<file path="src/hdl/spq_pkg.sv">
// ----------------------------------------------------------------------------
// spq_pkg
// Shared types and codes for the sorted priority queue: entry and walk
// records handed between cells, order modes, actions and status codes.
// ----------------------------------------------------------------------------
package spq_pkg;

    localparam int KEY_W  = 32;
    localparam int TAG_W  = 16;
    localparam int FILL_W = 5;

    typedef logic [KEY_W-1:0]  key_t;
    typedef logic [TAG_W-1:0]  tag_t;
    typedef logic [FILL_W-1:0] fill_t;
    typedef logic [1:0]        mode_t;
    typedef logic [1:0]        status_t;

    localparam mode_t MODE_STACK = 2'd0;
    localparam mode_t MODE_MAX   = 2'd1;
    localparam mode_t MODE_MIN   = 2'd2;

    localparam logic ACTION_PUSH = 1'b0;
    localparam logic ACTION_POP  = 1'b1;

    localparam status_t STATUS_DONE  = 2'd0;
    localparam status_t STATUS_EMPTY = 2'd1;
    localparam status_t STATUS_FULL  = 2'd2;

    typedef struct packed {
        logic occ;
        key_t key;
        tag_t tag;
    } entry_t;

    typedef struct packed {
        logic v;
        logic search;
        key_t key;
        tag_t tag;
    } wave_t;

endpackage

</file>
<file path="src/hdl/spq_if.sv">
// ----------------------------------------------------------------------------
// spq interfaces
// Valid/ready channels for the request, response and mode write beats.
// ----------------------------------------------------------------------------
interface spq_req_if;
    logic          valid;
    logic          ready;
    logic          action;
    spq_pkg::key_t key;
    spq_pkg::tag_t tag;

    modport source (output valid, action, key, tag, input ready);
    modport sink   (input valid, action, key, tag, output ready);
endinterface

interface spq_rsp_if;
    logic             valid;
    logic             ready;
    spq_pkg::status_t status;
    spq_pkg::key_t    out_key;
    spq_pkg::tag_t    out_tag;
    spq_pkg::fill_t   fill;

    modport source (output valid, status, out_key, out_tag, fill, input ready);
    modport sink   (input valid, status, out_key, out_tag, fill, output ready);
endinterface

interface spq_cfg_if;
    logic           valid;
    logic           ready;
    spq_pkg::mode_t order_mode;

    modport source (output valid, order_mode, input ready);
    modport sink   (input valid, order_mode, output ready);
endinterface

</file>
<file path="src/hdl/sorted_priority_queue.sv">
// ----------------------------------------------------------------------------
// sorted_priority_queue
// Bounded ordered store of (key, tag) entries built as a row of cells.
// ----------------------------------------------------------------------------
// One request beat is handled at a time and each gives one response beat in
// the cycle after it is taken. On a pop every cell loads its right neighbor
// at once. On a push the new entry walks down the row one cell per cycle, is
// dropped into its place and pushes the entries behind it one cell on, ending
// at the first empty cell. Pops on an empty store and pushes on a full store
// leave the store as it is. The mode register is written from its own
// channel, which is always ready, and must only change while idle.
// ----------------------------------------------------------------------------
module sorted_priority_queue #(
    parameter int DEPTH = 16
) (
    input  logic  clk,
    input  logic  rst_n,
    spq_cfg_if.sink   cfg,
    spq_req_if.sink   req,
    spq_rsp_if.source rsp
);
    import spq_pkg::*;

    localparam int CW = $clog2(DEPTH + 1);

    typedef enum logic {ST_IDLE, ST_WALK} state_t;

    state_t        state_reg, state_next;
    logic [CW-1:0] count_reg, count_next;
    logic [CW-1:0] walk_reg, walk_next;
    wave_t         wave0_reg, wave0_next;
    mode_t         mode_reg, mode_next;
    logic          out_v_reg, out_v_next;
    status_t       out_status_reg, out_status_next;
    key_t          out_key_reg, out_key_next;
    tag_t          out_tag_reg, out_tag_next;
    fill_t         out_fill_reg, out_fill_next;

    entry_t        cells [DEPTH];
    entry_t        nxt_arr [DEPTH];
    wave_t         waves [DEPTH+1];
    logic          accept;
    logic          take;
    logic          is_pop;
    logic          empty;
    logic          full;
    logic          shift_left;
    logic [CW+4:0] fill_wide;

    assign accept     = req.valid && req.ready;
    assign take       = rsp.valid && rsp.ready;
    assign is_pop     = (req.action == ACTION_POP);
    assign empty      = (count_reg == '0);
    assign full       = (count_reg == CW'(DEPTH));
    assign shift_left = accept && is_pop && !empty;
    assign waves[0]   = wave0_reg;

    assign req.ready  = (state_reg == ST_IDLE) && (!out_v_reg || rsp.ready);
    assign cfg.ready  = 1'b1;

    genvar gi;
    generate
        for (gi = 0; gi < DEPTH; gi++)
        begin : g_cell
            if (gi == DEPTH - 1)
            begin : g_tail
                assign nxt_arr[gi] = '0;
            end
            else
            begin : g_mid
                assign nxt_arr[gi] = cells[gi+1];
            end

            spq_cell #(
                .FIRST (gi == 0)
            ) u_cell (
                .clk        (clk),
                .rst_n      (rst_n),
                .mode       (mode_reg),
                .shift_left (shift_left),
                .nxt        (nxt_arr[gi]),
                .own        (cells[gi]),
                .wave_in    (waves[gi]),
                .wave_out   (waves[gi+1])
            );
        end
    endgenerate

    always_comb
    begin
        state_next      = state_reg;
        count_next      = count_reg;
        walk_next       = walk_reg;
        wave0_next      = '0;
        mode_next       = mode_reg;
        out_v_next      = out_v_reg;
        out_status_next = out_status_reg;
        out_key_next    = out_key_reg;
        out_tag_next    = out_tag_reg;

        if (cfg.valid)
        begin
            mode_next = cfg.order_mode;
        end

        if (take)
        begin
            out_v_next = 1'b0;
        end

        unique case (state_reg)
            ST_IDLE:
            begin
                if (accept)
                begin
                    out_v_next      = 1'b1;
                    out_status_next = STATUS_DONE;
                    out_key_next    = '0;
                    out_tag_next    = '0;
                    if (is_pop)
                    begin
                        if (empty)
                        begin
                            out_status_next = STATUS_EMPTY;
                        end
                        else
                        begin
                            out_key_next = cells[0].key;
                            out_tag_next = cells[0].tag;
                            count_next   = count_reg - CW'(1);
                        end
                    end
                    else if (full)
                    begin
                        out_status_next = STATUS_FULL;
                    end
                    else
                    begin
                        wave0_next = '{v: 1'b1, search: 1'b1, key: req.key, tag: req.tag};
                        count_next = count_reg + CW'(1);
                        walk_next  = count_reg;
                        state_next = ST_WALK;
                    end
                end
            end
            ST_WALK:
            begin
                if (walk_reg == '0)
                begin
                    state_next = ST_IDLE;
                end
                else
                begin
                    walk_next = walk_reg - CW'(1);
                end
            end
            default:
            begin
                state_next = ST_IDLE;
            end
        endcase
    end

    assign fill_wide     = {5'b0, count_next};
    assign out_fill_next = accept ? fill_wide[4:0] : out_fill_reg;

    always_ff @(posedge clk or negedge rst_n)
    begin
        if (!rst_n)
        begin
            state_reg      <= ST_IDLE;
            count_reg      <= '0;
            walk_reg       <= '0;
            wave0_reg      <= '0;
            mode_reg       <= MODE_STACK;
            out_v_reg      <= 1'b0;
            out_status_reg <= STATUS_DONE;
            out_key_reg    <= '0;
            out_tag_reg    <= '0;
            out_fill_reg   <= '0;
        end
        else
        begin
            state_reg      <= state_next;
            count_reg      <= count_next;
            walk_reg       <= walk_next;
            wave0_reg      <= wave0_next;
            mode_reg       <= mode_next;
            out_v_reg      <= out_v_next;
            out_status_reg <= out_status_next;
            out_key_reg    <= out_key_next;
            out_tag_reg    <= out_tag_next;
            out_fill_reg   <= out_fill_next;
        end
    end

    assign rsp.valid   = out_v_reg;
    assign rsp.status  = out_status_reg;
    assign rsp.out_key = out_key_reg;
    assign rsp.out_tag = out_tag_reg;
    assign rsp.fill    = out_fill_reg;

endmodule

</file>
<file path="src/hdl/spq_cell.sv">
// ----------------------------------------------------------------------------
// spq_cell
// One slot of the queue. Holds an entry, takes part in the shift toward the
// front on a pop, and handles the insert walk passing through.
// ----------------------------------------------------------------------------
module spq_cell #(
    parameter bit FIRST = 1'b0
) (
    input  logic            clk,
    input  logic            rst_n,
    input  spq_pkg::mode_t  mode,
    input  logic            shift_left,
    input  spq_pkg::entry_t nxt,
    output spq_pkg::entry_t own,
    input  spq_pkg::wave_t  wave_in,
    output spq_pkg::wave_t  wave_out
);
    import spq_pkg::*;

    entry_t ent_reg, ent_next;
    wave_t  wave_reg, wave_next;
    logic   want_max;
    logic   ordered;
    logic   better;
    logic   worse;
    logic   pass;

    assign ordered  = (mode == MODE_MAX) || (mode == MODE_MIN);
    assign want_max = (mode == MODE_MAX);
    assign better   = want_max ? (ent_reg.key > wave_in.key) : (ent_reg.key < wave_in.key);
    assign worse    = want_max ? (ent_reg.key < wave_in.key) : (ent_reg.key > wave_in.key);
    // in order modes the head lets the new entry by unless its own is strictly worse
    assign pass     = ordered && (FIRST ? !worse : better);

    always_comb
    begin
        ent_next  = ent_reg;
        wave_next = '0;
        if (shift_left)
        begin
            ent_next = nxt;
        end
        else if (wave_in.v)
        begin
            if (!ent_reg.occ)
            begin
                ent_next = '{occ: 1'b1, key: wave_in.key, tag: wave_in.tag};
            end
            else if (wave_in.search && pass)
            begin
                wave_next = wave_in;
            end
            else
            begin
                ent_next  = '{occ: 1'b1, key: wave_in.key, tag: wave_in.tag};
                wave_next = '{v: 1'b1, search: 1'b0, key: ent_reg.key, tag: ent_reg.tag};
            end
        end
    end

    always_ff @(posedge clk or negedge rst_n)
    begin
        if (!rst_n)
        begin
            ent_reg  <= '0;
            wave_reg <= '0;
        end
        else
        begin
            ent_reg  <= ent_next;
            wave_reg <= wave_next;
        end
    end

    assign own      = ent_reg;
    assign wave_out = wave_reg;

endmodule

</file>
<file path="src/flat_wrapper.sv">
// flat-port wrapper written by rule: the top's interface ports become plain ports
module sorted_priority_queue_flat import spq_pkg::*;
#(
    parameter int DEPTH = 16
)
  (clk, rst_n, cfg_valid, cfg_order_mode, cfg_ready, req_valid, req_action, req_key, req_tag, req_ready, rsp_valid, rsp_status, rsp_out_key, rsp_out_tag, rsp_fill, rsp_ready);
  spq_cfg_if cfg_i ();
  spq_req_if req_i ();
  spq_rsp_if rsp_i ();
  input  logic clk;
  input  logic rst_n;
  input wire logic [$bits(cfg_i.valid)-1:0] cfg_valid;
  input wire logic [$bits(cfg_i.order_mode)-1:0] cfg_order_mode;
  output wire logic [$bits(cfg_i.ready)-1:0] cfg_ready;
  input wire logic [$bits(req_i.valid)-1:0] req_valid;
  input wire logic [$bits(req_i.action)-1:0] req_action;
  input wire logic [$bits(req_i.key)-1:0] req_key;
  input wire logic [$bits(req_i.tag)-1:0] req_tag;
  output wire logic [$bits(req_i.ready)-1:0] req_ready;
  output wire logic [$bits(rsp_i.valid)-1:0] rsp_valid;
  output wire logic [$bits(rsp_i.status)-1:0] rsp_status;
  output wire logic [$bits(rsp_i.out_key)-1:0] rsp_out_key;
  output wire logic [$bits(rsp_i.out_tag)-1:0] rsp_out_tag;
  output wire logic [$bits(rsp_i.fill)-1:0] rsp_fill;
  input wire logic [$bits(rsp_i.ready)-1:0] rsp_ready;
  assign cfg_i.valid = cfg_valid;
  assign cfg_i.order_mode = cfg_order_mode;
  assign cfg_ready = cfg_i.ready;
  assign req_i.valid = req_valid;
  assign req_i.action = req_action;
  assign req_i.key = req_key;
  assign req_i.tag = req_tag;
  assign req_ready = req_i.ready;
  assign rsp_valid = rsp_i.valid;
  assign rsp_status = rsp_i.status;
  assign rsp_out_key = rsp_i.out_key;
  assign rsp_out_tag = rsp_i.out_tag;
  assign rsp_fill = rsp_i.fill;
  assign rsp_i.ready = rsp_ready;
  sorted_priority_queue #(.DEPTH(DEPTH)) u_core (.clk(clk), .rst_n(rst_n), .cfg(cfg_i), .req(req_i), .rsp(rsp_i));
endmodule
</file>
<file path="config.mk">
export PLATFORM = sky130hd
export DESIGN_NAME = sorted_priority_queue_flat
export DESIGN_NICKNAME = d
export VERILOG_FILES = /design/src/hdl/spq_pkg.sv /design/src/hdl/spq_if.sv /design/src/hdl/sorted_priority_queue.sv /design/src/hdl/spq_cell.sv /design/src/flat_wrapper.sv
export SDC_FILE = /design/constraint.sdc
export NUM_CORES = 2
export LEC_CHECK = 0
export BUFFER_PORTS_ARGS = -buffer_cell sky130_fd_sc_hd__buf_4
export CAP_MARGIN = 20
export CORE_AREA = 2 2 491 395
export CTS_CLUSTER_SIZE = 25
export DETAILED_ROUTE_END_ITERATION = 6
export DIE_AREA = 0 0 493 397
export PLACE_DENSITY = 0.74
export SLEW_MARGIN = 20
export SYNTH_ARGS = -nofsm -noshare
export SYNTH_HDL_FRONTEND = slang
export SYNTH_SLANG_ARGS = --single-unit
</file>
<file path="constraint.sdc">
create_clock -name clk -period 3.95 [get_ports clk]
set_input_delay 0.79 -clock clk [delete_from_list [all_inputs] [get_ports clk]]
set_output_delay 0.79 -clock clk [all_outputs]
set_load 0.05 [all_outputs]
</file>
Word-level counts from Yosys, hierarchy flattened
Index checks and enable logic that the tools add are counted.
{ "word_totals": {"register_bits": 1653, "input_bits": 56, "out_inout_bits": 58, "elab_cells": 427} }
{ "classes": {"n_addsub": 3, "order_cmp": 32, "n_eq_ne": 23, "mux": 169, "bitwise": 1, "n_reduce_logical": 78} }
{ "ops": {"columns": ["cell", "n"], "rows": [
  ["two-way mux 50 bit", 49],
  ["two-way mux 49 bit", 47],
  ["two-way mux 48 bit", 32],
  ["greater-than comparator 32 bit", 16],
  ["< comparator 32 bit", 16],
  ["two-way mux 32 bit", 2],
  ["two-way mux 5 bit", 9],
  ["inequality test 3 x 2 -> 1 bit (second input constant)", 15],
  ["logical AND 1 bit", 37],
  ["AND reduction 2 bit", 17],
  ["two-way mux 16 bit", 2],
  ["nonzero test 2 bit", 16],
  ["two-way mux 1 bit", 24],
  ["logical NOT 5 bit", 2],
  ["case mux 5 bit (2 select lines)", 1],
  ["subtractor 5 x 1 -> 5 bit (second input constant)", 2],
  ["inequality test 2 bit (second input constant)", 3],
  ["adder 5 x 1 -> 5 bit (second input constant)", 1],
  ["== test 5 bit (second input constant)", 1],
  ["two-way mux 2 bit", 2],
  ["AND reduction 4 bit", 1],
  ["logical NOT 1 bit", 3],
  ["inequality test 3 bit (second input constant)", 1],
  ["== test 2 x 1 -> 1 bit (second input constant)", 1],
  ["other kinds (5)", 6]
]} }

Logic depth before layout (Yosys ltp)
{ "logic_depth": {"ltp_word": 9, "ltp_mapped": 14, "ltp_nobuf": 9} }

Modules after synthesis
Synthesis repeated with hierarchy kept, for this count alone.
{ "hier_totals": {"hier_cells": 10271, "hier_area_um2": 94540.7} }
{ "modules_own_cells": {"columns": ["mod", "instances", "cells_each", "area_each_um2", "seq_area_each_um2"], "rows": [
  ["spq_cell at u_core.g_cell[10].u_cell ...", 9, 614, 5616.6, 2477.4],
  ["spq_cell at u_core.g_cell[4].u_cell ...", 5, 616, 5631.7, 2477.4],
  ["spq_cell at u_core.g_cell[9].u_cell", 1, 618, 5644.2, 2477.4],
  ["spq_cell at u_core.g_cell[0].u_cell", 1, 611, 5512.8, 2477.4],
  ["sorted_priority_queue", 1, 436, 4675.7, 2952.8]
]} }

Worst setup path before layout
OpenSTA, ideal clock, no wires.
{ "synth_path": {"kind": "reg-to-reg", "from": "register u_core.count_reg[0]", "to": "register u_core.g_cell[15].u_cell.ent_reg (netlist bit u_core.g_cell[15].u_cell.own[16])", "setup_time_ns": 0.131, "t_arrival_ns": 2.631, "required_ns": 3.819, "setup_slack_ns": 1.187, "stages_incl_launch_ff": 15, "n_path_buf": 6, "period_less_slack_ns": 2.763, "cell_sequence": "dfrtp_1 > clkbuf_1 > inv_1 > ha_1 > or3b_1 > nor2_2 > nor3_2 > buf_6 > buf_6 > buf_6 > buf_2 > buf_2 > nor3_1 > a41oi_1 > nand3_1"} }
{ "synth_via": {"elab_chain_cells": 5, "word_cells_on_any_way": 7, "cone_classes": "eq/ne (1); mux (1); reduce/logical (5)"} }
{ "synth_lines": {"columns": ["element", "line", "rtl"], "rows": [
  ["start, declared", "sorted_priority_queue.sv:29", "logic [CW-1:0] count_reg, count_next;"],
  ["start signal, assigned", "sorted_priority_queue.sv:185", "count_reg <= count_next;"],
  ["logical NOT 5 bit *", "sorted_priority_queue.sv:53", "assign empty = (count_reg == '0);"],
  ["logical NOT 1 bit *", "sorted_priority_queue.sv:55", "assign shift_left = accept && is_pop && !empty;"],
  ["logical AND 1 bit *", "sorted_priority_queue.sv:55", null],
  ["inequality test 3 x 2 -> 1 bit (no line) or nonzero test 2 bit (tied branches)", null, null],
  ["AND reduction 2 bit (no line)", null, null],
  ["end signal, assigned", "spq_cell.sv:70", "ent_reg <= ent_next;"],
  ["end, declared", "spq_cell.sv:20", "entry_t ent_reg, ent_next;"]
]} }
Every way passes the cells marked *; elsewhere a longest branch is shown, timed or not.
A chain may end at the register's enable or synchronous reset.

==> results.json <==
{
  "postSynthAreaPerCell_um2": 9.41,
  "start_kind": "flip-flop",
  "hold_violations": 0,
  "cts-resized-gates": 0,
  "hp-class": "primary input to flip-flop",
  "core_area_um2": 191000,
  "wl_per_cell_um": 24.0,
  "crit_arrival_ps": 4470,
  "first_global_vias": 81100,
  "ant_nets": 0,
  "outcome": "finished with violations",
  "clk_latency_ps": 840,
  "setup_violations": 0,
  "final.period_utilization_pct": 94.5,
  "yosysWarnings": 0,
  "first_pass_iters": 7,
  "viasPerCell": 6.80,
  "routed_wl_um": 298000,
  "synth_mux_area_share_pct": 7.13,
  "synth_compound_area_share_pct": 21.1,
  "start_util_pct": 49.7,
  "worst_pin_slew_ps": 1100,
  "synth_simple_gate_area_share_pct": 14.7,
  "path_clk_slew_ps": 60,
  "grt-ovfl-total": 0,
  "ir_drop_mv": 0.554,
  "maxSlewViolCount": 0,
  "top_level_ports": 114,
  "rrSetupSlack_ps": 220,
  "synth.cell_area_um2": 95000,
  "num_rows": 144,
  "crit_fanout": 32,
  "cp_cell_sequence": "ha_1 -> nand4_1 -> nor4_1 -> buf_4 -> nand2_1 -> a21oi_1 -> a22oi_1 -> a21oi_4 -> buf_12 -> mux2i_1",
  "async_flop_share_pct": 100,
  "ys_ff_latch": 1652,
  "max_freq_ghz": 0.268,
  "synth-adder-area-share_pct": 6.81,
  "nets": 10300,
  "synth-edff-count": 0,
  "first_iter_violations": 10800,
  "hold_end": "u_core.wave0_reg[9]$_DFF_PN0_",
  "r2r_end": "u_core.g_cell[5].u_cell.wave_out[44]$_DFF_PN0_",
  "grt_pass1_wl_um": 471000,
  "syn-num-nets": 10700,
  "synth_top_family_by_area": "compound AO/OA/AOI/OAI gates",
  "cpMaxStageDelayCell": "a21oi_4",
  "layout-drive-gt1-share_pct": 8.23,
  "portBuffers": 112,
  "yosysUniqueCellTypes": 66,
  "synth_seq_area_share_pct": 43.5,
  "violations": "design-rule violations",
  "fillers": 16400,
  "place_congestion": 0.920,
  "crit_required_ps": 4690,
  "synth_xor_area_share_pct": 0.0553,
  "leakage_nw": 40.3,
  "min_period_ps": 3730,
  "fin_skew_ps": 23.1,
  "die_w_um": 493,
  "largest_reg_flops": 784,
  "synthCells": 10100,
  "dpl.hpwl_um": 196000,
  "finalSetupTns_ps": 0,
  "cpPeakStageDelay_ps": 740,
  "setup_slack_ps": 218,
  "clockBufferDepth": 3,
  "cts_tree": "done",
  "die_h_um": 397,
  "cts_buffers": 165,
  "synthToLayoutAreaGrowth_pct": 9.55,
  "setup.worst_path.end_class": "flip-flop",
  "r2r-start": "u_core.g_cell[5].u_cell.own[43]$_DFFE_PN0P_",
  "vias": 84500,
  "slew_headroom_pct": 26.8,
  "grt_setup_unrepaired": "false",
  "postCtsSetupBuffers": 0,
  "cts-root-buf": "clkbuf_16",
  "track_usage_pct": 29.6,
  "max_cap_viol_count": 0,
  "ys.flop_type": "dfrtp_1",
  "drc": 3,
  "powerDensity_nw_per_um2": 417,
  "reg2regPathDepth": 10,
  "critical_path_class": "flip-flop to flip-flop",
  "post-place-ws_ps": 318,
  "h-tree-depth": 4,
  "antenna_found_initial": 3,
  "hold_depth": 2,
  "grt_max_degree": 133,
  "dieArea_um2": 196000,
  "clock_sinks": 1652,
  "min_from": "req_tag[9]"
}
-- cell usage after synthesis, drive strengths merged, types with 9 or more instances --
master	n	area, µm²
a2111o	9	101
a211o	10	87.6
a211oi	22	210
a21boi	74	556
a21o	25	188
a21oi	221	1120
a221oi	15	131
a22o	64	561
a22oi	679	5100
a2bb2oi	47	412
a41oi	49	437
and2	82	513
and3	51	319
buf	424	2330
clkbuf	550	2060
dfrtp	1652	41300
ha	517	6470
inv	522	1960
mux2i	674	6750
nand2	2140	8030
nand3	177	886
nand4	425	2660
nor2	89	344
nor2b	49	309
nor3	25	130
nor3b	48	360
nor4	34	219
o2111ai	480	4200
o211a	11	110
o211ai	460	3450
o21a	10	75.1
o21ai	70	350
o221ai	240	2100
o22ai	49	307
o31ai	53	398
-- logic make-up (layout without fill, tap and decap cells) --
logic type | Yosys count | after routing
AND/OR/NAND/NOR | 3147 | 3147
AO/OA/AOI/OAI | 2606 | 2607
flip-flops | 1652 | 1652
buffers and inverters | 1496 | 1252
multiplexers | 676 | 676
adder cells (fa/ha/maj) | 517 | 517
XOR/XNOR | 6 | 6
other | 1 | 3
-- placed cells by master (no fill, tap or decap), drive strengths merged, types with 15 or more instances in the layout --
cell type and count:
nand3 177, clkbuf 244, nand2 2140, o22ai 49, nor2 89, o21ai 70, o211ai 460, a22oi 679
nand4 425, a221oi 15, mux2i 674, nor3b 48, a2bb2oi 47, o221ai 240, nor2b 49, a21boi 74
nor3 25, o31ai 53, inv 530, a21o 25, and2 82, a21oi 222, a41oi 49, a211oi 22
clkinv 38, buf 424, and3 51, o2111ai 480, dfrtp 1652, ha 517, nor4 34, a22o 64
-- report_power, final --
group | switching (mW) | internal (mW) | leakage (nW) | total [mW]
combinational | 5.91 | 2.16 | 14.6 | 8.08
clock | 7.26 | 9.45 | 2.83 | 16.7
sequential | 0.923 | 17.7 | 22.9 | 18.6
total | 14.1 | 29.3 | 40.3 | 43.4
-- critical path: cells and delay by family (launching register included) --
family                     cells  cell delay (ps)
adders and majority gates      1              350
buffers and inverters          2              590
and+or+nand+nor                3              900
muxes                          1              270
AOI/OAI and AO/OA              3             1070
DFF                            1              440
-- through the flow --
| stage | hold slack, ps | utilization, % | std cells | area (µm²) | total power [mW] |
|---|---|---|---|---|---|
| after global routing | 160 | 54.4 | 12400 | 104000 | 44.8 |
| after CTS | 118 | 54.4 | 12400 | 104000 | 43.3 |
| final | 156 | 54.4 | 12400 | 104000 | 43.4 |
| after global placement | 470 | 51.4 | 12100 | 98300 | 26.5 |
| after detailed placement | 467 | 51.4 | 12100 | 98400 | 26.7 |
| after floorplan | 473 | - | 10100 | 95000 | 23.7 |
-- layout make-up --
class | count | area [µm²] | share of cell area, %
clock buffers | 244 | 4980 | 4.78
repair buffers | 425 | 4100 | 3.94
clock inverters | 61 | 728 | 0.699
well taps | 2555 | 3200 | 3.07
multi-input cells | 6954 | 47800 | 45.9
diodes | 2 | 5.00 | 0.00481
inverters | 522 | 1960 | 1.88
flip-flops and latches | 1652 | 41300 | 39.7
-- layer usage --
metal / share of wire (%) / global-route usage [%] / vias to the layer above / wire length (µm)
met5: 0.023 / 0.218 / - / 70
met4: 3.4 / 10.0 / 4 / 10200
met3: 9.8 / 5.91 / 726 / 29200
met2: 46 / 45.5 / 4751 / 136000
met1: 41 / 41.7 / 42400 / 122000
li1: - / - / 36600 / -
-- worst max-delay path by stage --
| stage | from | slack, ps | cells past startpoint | to |
|---|---|---|---|---|
| 4_1_cts | u_core.g_cell[3].u_cell.own[43]$_DFFE_PN0P_ | 270 | 10 | u_core.g_cell[3].u_cell.wave_out[39]$_DFF_PN0_ |
| 6_report | u_core.g_cell[5].u_cell.own[43]$_DFFE_PN0P_ | 220 | 10 | u_core.g_cell[5].u_cell.wave_out[44]$_DFF_PN0_ |
| 3_5_place_dp | u_core.g_cell[3].u_cell.own[43]$_DFFE_PN0P_ | 320 | 10 | u_core.g_cell[3].u_cell.wave_out[34]$_DFF_PN0_ |
| 3_3_place_gp | u_core.g_cell[3].u_cell.own[43]$_DFFE_PN0P_ | 400 | 10 | u_core.g_cell[3].u_cell.wave_out[44]$_DFF_PN0_ |
| 5_1_grt | u_core.g_cell[5].u_cell.own[23]$_DFFE_PN0P_ | 40 | 9 | u_core.g_cell[5].u_cell.wave_out[23]$_DFF_PN0_ |
| 2_1_floorplan | u_core.count_reg[0]$_DFF_PN0_ | 1190 | 14 | u_core.g_cell[15].u_cell.own[16]$_DFFE_PN0P_ |
-- timing repair --
item,4_1_cts,5_1_grt
hold buffers,1,0
hold endpoints to repair,37,0
endpoints found under the setup margin,0,30
Power figures use the tool's default switching activity.
